## src/hsb_pkg.sv

```systemverilog
`timescale 1ns / 1ps
// Shared constants and types for the histogram Bhattacharyya score block.
// No dependencies.
package hsb_pkg;

   localparam int MAX_SUPERPIXELS_DEFAULT = 64;
   localparam int MAX_BINS_DEFAULT        = 256;
   localparam int VALUE_BITS_DEFAULT      = 16;

   localparam int IDX_W     = 6;
   localparam int BIN_W     = 8;
   localparam int VAL_W     = 16;
   localparam int SCORE_W   = 24;
   localparam int NBINS_W   = 9;
   localparam int NSP_W     = 7;
   localparam int CSR_IDX_W = 8;
   localparam int CSR_DAT_W = 9;

   localparam logic [CSR_IDX_W-1:0] REG_BIN_COUNT        = 8'd0;
   localparam logic [CSR_IDX_W-1:0] REG_SUPERPIXEL_COUNT = 8'd1;

   localparam logic OP_LOAD  = 1'b0;
   localparam logic OP_PATCH = 1'b1;

   // tag traveling with each product through the root chain
   typedef struct packed {
      logic             vld;
      logic [IDX_W-1:0] idx;
      logic             last;
   } tag_type;

endpackage

```

## src/hsb_sqrt_cell.sv

```systemverilog
`timescale 1ns / 1ps
// One cell of the square root chain: resolves one root bit per cell.
// Depends on hsb_pkg.
module hsb_sqrt_cell #(
   parameter int VALUE_BITS = hsb_pkg::VALUE_BITS_DEFAULT
) (
   input  logic                      clock,
   input  logic                      reset,
   input  hsb_pkg::tag_type          tag_in,
   input  logic [2*VALUE_BITS-1:0]   rad_in,
   input  logic [VALUE_BITS+2:0]     rem_in,
   input  logic [VALUE_BITS-1:0]     root_in,
   output hsb_pkg::tag_type          tag_out,
   output logic [2*VALUE_BITS-1:0]   rad_out,
   output logic [VALUE_BITS+2:0]     rem_out,
   output logic [VALUE_BITS-1:0]     root_out
);
   localparam int RW = VALUE_BITS + 3;

   hsb_pkg::tag_type          tag_ff;
   logic [2*VALUE_BITS-1:0]   rad_ff, rad_in_nx;
   logic [RW-1:0]             rem_ff, rem_in_nx;
   logic [VALUE_BITS-1:0]     root_ff, root_in_nx;
   logic [RW-1:0]             rem_sh, trial;
   logic [RW:0]               diff;

   always_comb begin
      rem_sh     = {rem_in[RW-3:0], rad_in[2*VALUE_BITS-1 -: 2]};
      trial      = {1'b0, root_in, 2'b01};
      diff       = {1'b0, rem_sh} - {1'b0, trial};
      rad_in_nx  = {rad_in[2*VALUE_BITS-3:0], 2'b00};
      if (!diff[RW]) begin
         rem_in_nx  = diff[RW-1:0];
         root_in_nx = {root_in[VALUE_BITS-2:0], 1'b1};
      end else begin
         rem_in_nx  = rem_sh;
         root_in_nx = {root_in[VALUE_BITS-2:0], 1'b0};
      end
   end

   always_ff @(posedge clock) begin
      if (reset) begin
         tag_ff.vld <= 1'b0;
      end else begin
         tag_ff.vld <= tag_in.vld;
      end
      tag_ff.idx  <= tag_in.idx;
      tag_ff.last <= tag_in.last;
      rad_ff      <= rad_in_nx;
      rem_ff      <= rem_in_nx;
      root_ff     <= root_in_nx;
   end

   assign tag_out  = tag_ff;
   assign rad_out  = rad_ff;
   assign rem_out  = rem_ff;
   assign root_out = root_ff;
endmodule

```

## src/hsb_sqrt_chain.sv

```systemverilog
`timescale 1ns / 1ps
// Multiply stage followed by a row of root cells, one root bit per cell.
// Depends on hsb_pkg and hsb_sqrt_cell.
module hsb_sqrt_chain #(
   parameter int VALUE_BITS = hsb_pkg::VALUE_BITS_DEFAULT
) (
   input  logic                    clock,
   input  logic                    reset,
   input  hsb_pkg::tag_type        tag_in,
   input  logic [VALUE_BITS-1:0]   a_in,
   input  logic [VALUE_BITS-1:0]   b_in,
   output hsb_pkg::tag_type        tag_out,
   output logic [VALUE_BITS-1:0]   root_out
);
   hsb_pkg::tag_type          tag_ff;
   logic [2*VALUE_BITS-1:0]   prod_ff;

   hsb_pkg::tag_type          tag_c  [VALUE_BITS+1];
   logic [2*VALUE_BITS-1:0]   rad_c  [VALUE_BITS+1];
   logic [VALUE_BITS+2:0]     rem_c  [VALUE_BITS+1];
   logic [VALUE_BITS-1:0]     root_c [VALUE_BITS+1];

   always_ff @(posedge clock) begin
      if (reset) begin
         tag_ff.vld <= 1'b0;
      end else begin
         tag_ff.vld <= tag_in.vld;
      end
      tag_ff.idx  <= tag_in.idx;
      tag_ff.last <= tag_in.last;
      prod_ff     <= a_in * b_in;
   end

   assign tag_c[0]  = tag_ff;
   assign rad_c[0]  = prod_ff;
   assign rem_c[0]  = '0;
   assign root_c[0] = '0;

   for (genvar i = 0; i < VALUE_BITS; i++) begin : g_cell
      hsb_sqrt_cell #(.VALUE_BITS(VALUE_BITS)) u_cell (
         .clock   (clock),
         .reset   (reset),
         .tag_in  (tag_c[i]),
         .rad_in  (rad_c[i]),
         .rem_in  (rem_c[i]),
         .root_in (root_c[i]),
         .tag_out (tag_c[i+1]),
         .rad_out (rad_c[i+1]),
         .rem_out (rem_c[i+1]),
         .root_out(root_c[i+1])
      );
   end

   assign tag_out  = tag_c[VALUE_BITS];
   assign root_out = root_c[VALUE_BITS];
endmodule

```

## config.mk

```make
export PLATFORM = sky130hd
export DESIGN_NAME = hsb_sqrt_chain
export DESIGN_NICKNAME = d
export VERILOG_FILES = /design/src/hsb_pkg.sv /design/src/hsb_sqrt_cell.sv /design/src/hsb_sqrt_chain.sv
export SDC_FILE = /design/constraint.sdc
export NUM_CORES = 2
export LEC_CHECK = 0
export BUFFER_PORTS_ARGS = -buffer_cell sky130_fd_sc_hd__buf_2
export CORE_MARGIN = 3
export CORE_UTILIZATION = 57
export CTS_CLUSTER_SIZE = 24
export DETAILED_ROUTE_END_ITERATION = 8
export GPL_TIMING_DRIVEN = 1
export PLACE_DENSITY = 0.76
export SYNTH_ARGS = -nofsm -noshare
export SYNTH_HDL_FRONTEND = slang
export SYNTH_SLANG_ARGS = --single-unit
```

## constraint.sdc

```tcl
create_clock -name clock -period 5.7 [get_ports clock]
set_input_delay 0.285 -clock clock [delete_from_list [all_inputs] [get_ports clock]]
set_output_delay 0.285 -clock clock [all_outputs]
set_load 0.01 [all_outputs]
```

-- Word-level counts from Yosys, hierarchy flattened
Cells that the tools add are included.
- reduce and logical (&&, ||, !) cells: 0
- div/mod/pow operators: 0
- shifts and indexed selects: 0
- bitwise logic cells: 0
- multiplexer cells: 31
- $lt $le $gt $ge: 0
- eq/ne operators: 0
- $mul: 1
- $add $sub $neg: 16
- operators with widths (cell ; count):
    $mux 17 ; 14
    $mul 16x16->32 ; 1
    $sub 19x10->20 ; 1
    $sub 19x11->20 ; 1
    $sub 19x12->20 ; 1
    $sub 19x13->20 ; 1
    $sub 19x14->20 ; 1
    $sub 19x15->20 ; 1
    $sub 19x16->20 ; 1
    $sub 19x17->20 ; 1
    $sub 19x3->20 ; 1
    $sub 19x4->20 ; 1
    $sub 19x5->20 ; 1
    $sub 19x6->20 ; 1
    $sub 19x7->20 ; 1
    $sub 19x8->20 ; 1
    $sub 19x9->20 ; 1
    $mux 1 ; 16
    $sub 2x1->3 const B ; 1
    $mux 2 ; 1
- word-level logic and storage cells: 147
- bits in latches: 0
- bits in registers: 785
- memories: 0
- input bits: 42
- bits in read-only memories: 0
- output and inout bits: 24
- RAM bits: 0

-- Depth between registers and ports, before layout
- depth after elaboration: 2
- depth in mapped cells: 23
- gate-level depth less buffers: 21

-- Hierarchy
Synthesis repeated with hierarchy kept, for this count alone.
- cell total of the unflattened synthesis: 5302
- area, all modules: 53785.3 um^2
- modules (own cells, without submodules) (module ; area an instance (um^2) ; times used ; cells an instance):
    hsb_sqrt_cell (g_cell[0].u_cell ...) ; 2736.4 ; 11 ; 266
    hsb_sqrt_cell (g_cell[5].u_cell ...) ; 2855.2 ; 5 ; 267
    hsb_sqrt_chain ; 9409.0 ; 1 ; 1041

-- Least setup slack after synthesis
No wires, ideal clock.
- path type: input port to flip-flop
- start: in a_in[7]
- end: reg prod_ff[30]
- setup slack: -0.041 ns
- stages on the path: 22
- library setup time: 0.121 ns
- arrival: 5.620 ns
- cells stage by stage: clkbuf_1 nand2_1 fa_1 inv_1 fa_1 inv_1 fa_1 inv_1 fa_1 fa_1 inv_1 fa_1 inv_1 ha_1 clkbuf_1 nand4_1 or2_2 o311a_1 o31a_1 o31a_1 mux2i_1 nand2_1
- word-level cells in the longest chain between the ends: 1
- RTL lines (element ; RTL line ; source):
    start, declared ; hsb_sqrt_chain.sv:10 ; input logic [VALUE_BITS-1:0] a_in,
    $mul 16x16->32 ; hsb_sqrt_chain.sv:31 ; prod_ff <= a_in * b_in;
    end signal, assigned ; hsb_sqrt_chain.sv:31 ;
    end, declared ; hsb_sqrt_chain.sv:16 ; logic [2*VALUE_BITS-1:0] prod_ff;
No other way between the ends.
A chain may end at the register's enable or synchronous reset.

-- Worst setup path in the final report
- start: in b_in[1]
- end: reg prod_ff[31]
- word-level cells in the longest chain between the ends: 1
- RTL lines (element ; RTL line ; source):
    start, declared ; hsb_sqrt_chain.sv:11 ; input logic [VALUE_BITS-1:0] b_in,
    $mul 16x16->32 ; hsb_sqrt_chain.sv:31 ;
No other way between the ends.

==> impl_metrics.yaml <==
status:
  status: "completed"
yosys:
  async_flop_share_pct: 0
  yosys.cell_types.count: 73
  synth_top_flop_cell: "sky130_fd_sc_hd__dfxtp_1"
  ys.warnings.count: 0
  ys_seq_elements: 781
  synthesis.area_per_instance_um2: 10.42
  number_of_enable_type_register_cells_in_the_synthesized_netlist: 0
  synth_nets: 3672
  netlist_area_um2: 33290
  synth_seq_area_share_pct: 46.97
  synth_cells: 3195
power_and_ir_drop:
  leak_uw: 0.01822
  power.total_uw: 24720
  p_per_cell_area_nw_per_um2: 661.3
  ir_drop_mv: 0.7628
cts:
  post_cts_setup_inserts: 0
  postCtsHoldBufs: 8
  cts_sinks: 781
  tritoncts: "yes"
  h-tree-depth: 3
  clock_tree.buffer_depth: 3
  clk_latency_ps: 610
  numCtsBuffers: 73
  cts_repair_resize_count: 0
  clk_pin_slew_worst_paths_ps: 60
  clock-root-buffer: "sky130_fd_sc_hd__clkbuf_16"
setup_path:
  arrival_ps: 5700
  timing.critical_path.slowest_stage_cell: "sky130_fd_sc_hd__fa_1"
  cp_top_family: "adder cells"
  timing.critical_path.to_type: "flip-flop"
  critical_path.n_buffers_inverters: 4
  timing.critical_path.mode_cell: "sky130_fd_sc_hd__fa_1"
  critPathMaxStageDelay_ps: 550
  ff2ff_setup_slack_ps: 2420
  sort_of_element_at_the_start_of_the_critical_path: "input pin"
  crit_required_ps: 6230
  critical_path_peak_fanout: 9
  crit_chain: "buf_2 -> nand2_1 -> fa_1 -> fa_1 -> inv_1 -> fa_1 -> fa_1 -> fa_1 -> inv_1 -> fa_1 -> inv_1 -> ha_1 -> a211oi_1 -> nand2_1 -> or3_1 -> o21ai_1 -> o21ai_0 -> nand4_1 -> mux2i_1"
  crit_type: "input pin to flip-flop"
timing:
  clock.fmax_mhz: 193.4
  maxSlewHeadroom_pct: 28.89
  hold_viol: 0
  drv_slew: 0
  unrepaired_setup_endpoints_after_global_routing: "no"
  post-route-min-period_ps: 5169
  worst_clock_skew_ps: 22.14
  worst_slew_pin_slew_ps: 1063
  fin_setup_tns_ps: 0
  setup_viol_count_final: 0
  post-route-period-util_pct: 90.69
finish:
  fin_nets: 3822
  utilization_pct: 65.54
  drive_gt1_share_pct: 9.080
  antenna_cells_inserted: 0
  seqCellArea_um2: 15640
  fillers: 4379
  mostFrequentLayoutCell: "sky130_fd_sc_hd__dfxtp_1"
  multi_input_comb_area_um2: 15790
  layout.cells.most_common_list: "sky130_fd_sc_hd__dfxtp_1 (781), sky130_fd_sc_hd__inv_1 (424), sky130_fd_sc_hd__nand2_1 (258)"
  area_delta_synth_final_pct: 12.30
grt:
  global_route_wire_length_before_repair_um: 102500
  antenna_found_initial: 0
  globalRouteTotalUtil_pct: 20.16
  grt_max_degree: 29
  grt_overflow_total: 0
  first_global_vias: 22350
placement:
  post-dp-hpwl_um: 45640
  weighted_congestion_reported_at_the_end_of_routability_driven_placement: 0.8745
  io_buffers: 65
drt:
  first_pass_iters: 5
  drc_errors: 0
  dr_total_vias: 21230
  drt.antenna.violating_nets: 0
  avgViaCountPerCell: 5.105
  routed_wirelength_um: 60230
  wl_per_cell_um: 14.48
  count_of_routing_violations_after_the_opening_detailed_route_iteration: 956
floorplanning:
  die_width_um: 247.7
  num_rows: 87
  core_um2: 57040
  effective_utilization_at_floorplan_pct: 58.36
  die-height_um: 247.7
  number_of_i_o_pins: 66
  die_area_um2: 61340
worst_hold_path:
  hold_path.class: "input pin to flip-flop"
flow_run:
  max_cap_viol_count: 0
## path summary, 6_finish.rpt
kind,startpoint,to,cells after the start
hold / removal,reset,g_cell[7].u_cell.tag_out[7]$_SDFF_PP0_,2
setup / recovery,b_in[1],prod_ff[31]$_DFF_P_,19
setup reg to reg,g_cell[9].u_cell.root_out[1]$_DFF_P_,g_cell[10].u_cell.rem_out[4]$_DFF_P_,9
hold reg to reg,g_cell[1].u_cell.rad_out[5]$_DFF_P_,g_cell[2].u_cell.rad_out[7]$_DFF_P_,0
## power breakdown
group | switching, uW | internal [uW] | leakage, uW | total, uW
combinational | 5950 | 5400 | 0.0105 | 11400
sequential | 909 | 7560 | 0.00654 | 8470
clock | 2030 | 2870 | 0.00122 | 4890
## registers in the layout, indices dropped and copies added, names as in the netlist
| register | flops |
|---|---|
| g_cell.u_cell.rem_out | 237 |
| g_cell.u_cell.root_out | 136 |
| g_cell.u_cell.tag_out | 128 |
| tag_c | 8 |
| prod_ff | 32 |
| g_cell.u_cell.rad_out | 240 |
## cells in the mapped netlist (5+ instances only)
cell,number,share of area [%]
sky130_fd_sc_hd__or2_2,8,0.15
sky130_fd_sc_hd__o31a_1,5,0.13
sky130_fd_sc_hd__a21oi_1,132,2.0
sky130_fd_sc_hd__nor2_1,153,1.7
sky130_fd_sc_hd__fa_1,194,12
sky130_fd_sc_hd__o211ai_1,8,0.18
sky130_fd_sc_hd__a21o_1,48,1.1
sky130_fd_sc_hd__or4_1,9,0.20
sky130_fd_sc_hd__nand4_1,10,0.19
sky130_fd_sc_hd__mux2_2,35,1.2
sky130_fd_sc_hd__nor4_1,19,0.36
sky130_fd_sc_hd__dfxtp_1,781,47
sky130_fd_sc_hd__and3_1,7,0.13
sky130_fd_sc_hd__nand3_1,32,0.48
sky130_fd_sc_hd__o21bai_1,8,0.18
sky130_fd_sc_hd__ha_1,241,9.1
sky130_fd_sc_hd__a31oi_1,9,0.17
sky130_fd_sc_hd__and2_1,135,2.5
sky130_fd_sc_hd__buf_2,8,0.12
sky130_fd_sc_hd__o31ai_1,9,0.20
sky130_fd_sc_hd__o22ai_1,5,0.094
sky130_fd_sc_hd__nand2b_1,26,0.49
sky130_fd_sc_hd__nor2b_1,41,0.77
sky130_fd_sc_hd__clkbuf_1,58,0.65
sky130_fd_sc_hd__a211oi_1,11,0.25
sky130_fd_sc_hd__o21a_1,52,1.2
sky130_fd_sc_hd__xor2_1,76,2.0
sky130_fd_sc_hd__nand4b_1,5,0.13
sky130_fd_sc_hd__or3_1,20,0.38
sky130_fd_sc_hd__nor3_1,64,0.96
sky130_fd_sc_hd__o21ai_1,5,0.075
sky130_fd_sc_hd__xnor2_1,112,2.9
sky130_fd_sc_hd__a211o_1,6,0.16
sky130_fd_sc_hd__inv_1,424,4.8
sky130_fd_sc_hd__o21ai_0,106,1.6
sky130_fd_sc_hd__nand2_1,258,2.9
sky130_fd_sc_hd__mux2i_1,7,0.21
## cell type report
type | count | area share (%)
clock buffers | 97 | 5.425
clock inverters | 36 | 1.215
inverters | 425 | 4.267
multi-input cells | 1920 | 42.23
flip-flops and latches | 781 | 41.82
well taps | 756 | 2.530
repair buffers | 144 | 2.510
## metrics by stage
step                hold slack [ps]  instance area (um^2)  instances  setup slack, ps
floorplan                     309.6                 33290       3195            32.27
detailed placement            312.1                 34820       4018           -79.69
finish                        47.20                 37380       4159            530.7
CTS                           17.38                 37380       4159            557.4
global route                  59.56                 37380       4159            171.5
global placement              309.5                 34820       4018           -31.97
## layer usage
layer	vias up	part of all wire, %	global-route usage (%)
li1	10620	-	-
met1	10120	42	23.51
met2	356	52	37.13
met3	141	3.4	2.928
met4	0	3.2	8.170
met5	-	0	0
## cell families (layout without fill, tap and decap cells)
kind of cell	count (synthesis)	after routing	share of synthesized area, %
compound gates	439	439	8.201
xor+xnor	188	188	4.946
fa+ha+maj	435	435	20.72
buf+inv	494	702	5.611
flops	781	781	46.97
mux	42	42	1.394
other cells	1	1	0.01126
simple gates	815	815	12.15
Note: power is estimated with default switching activity, not from simulation.
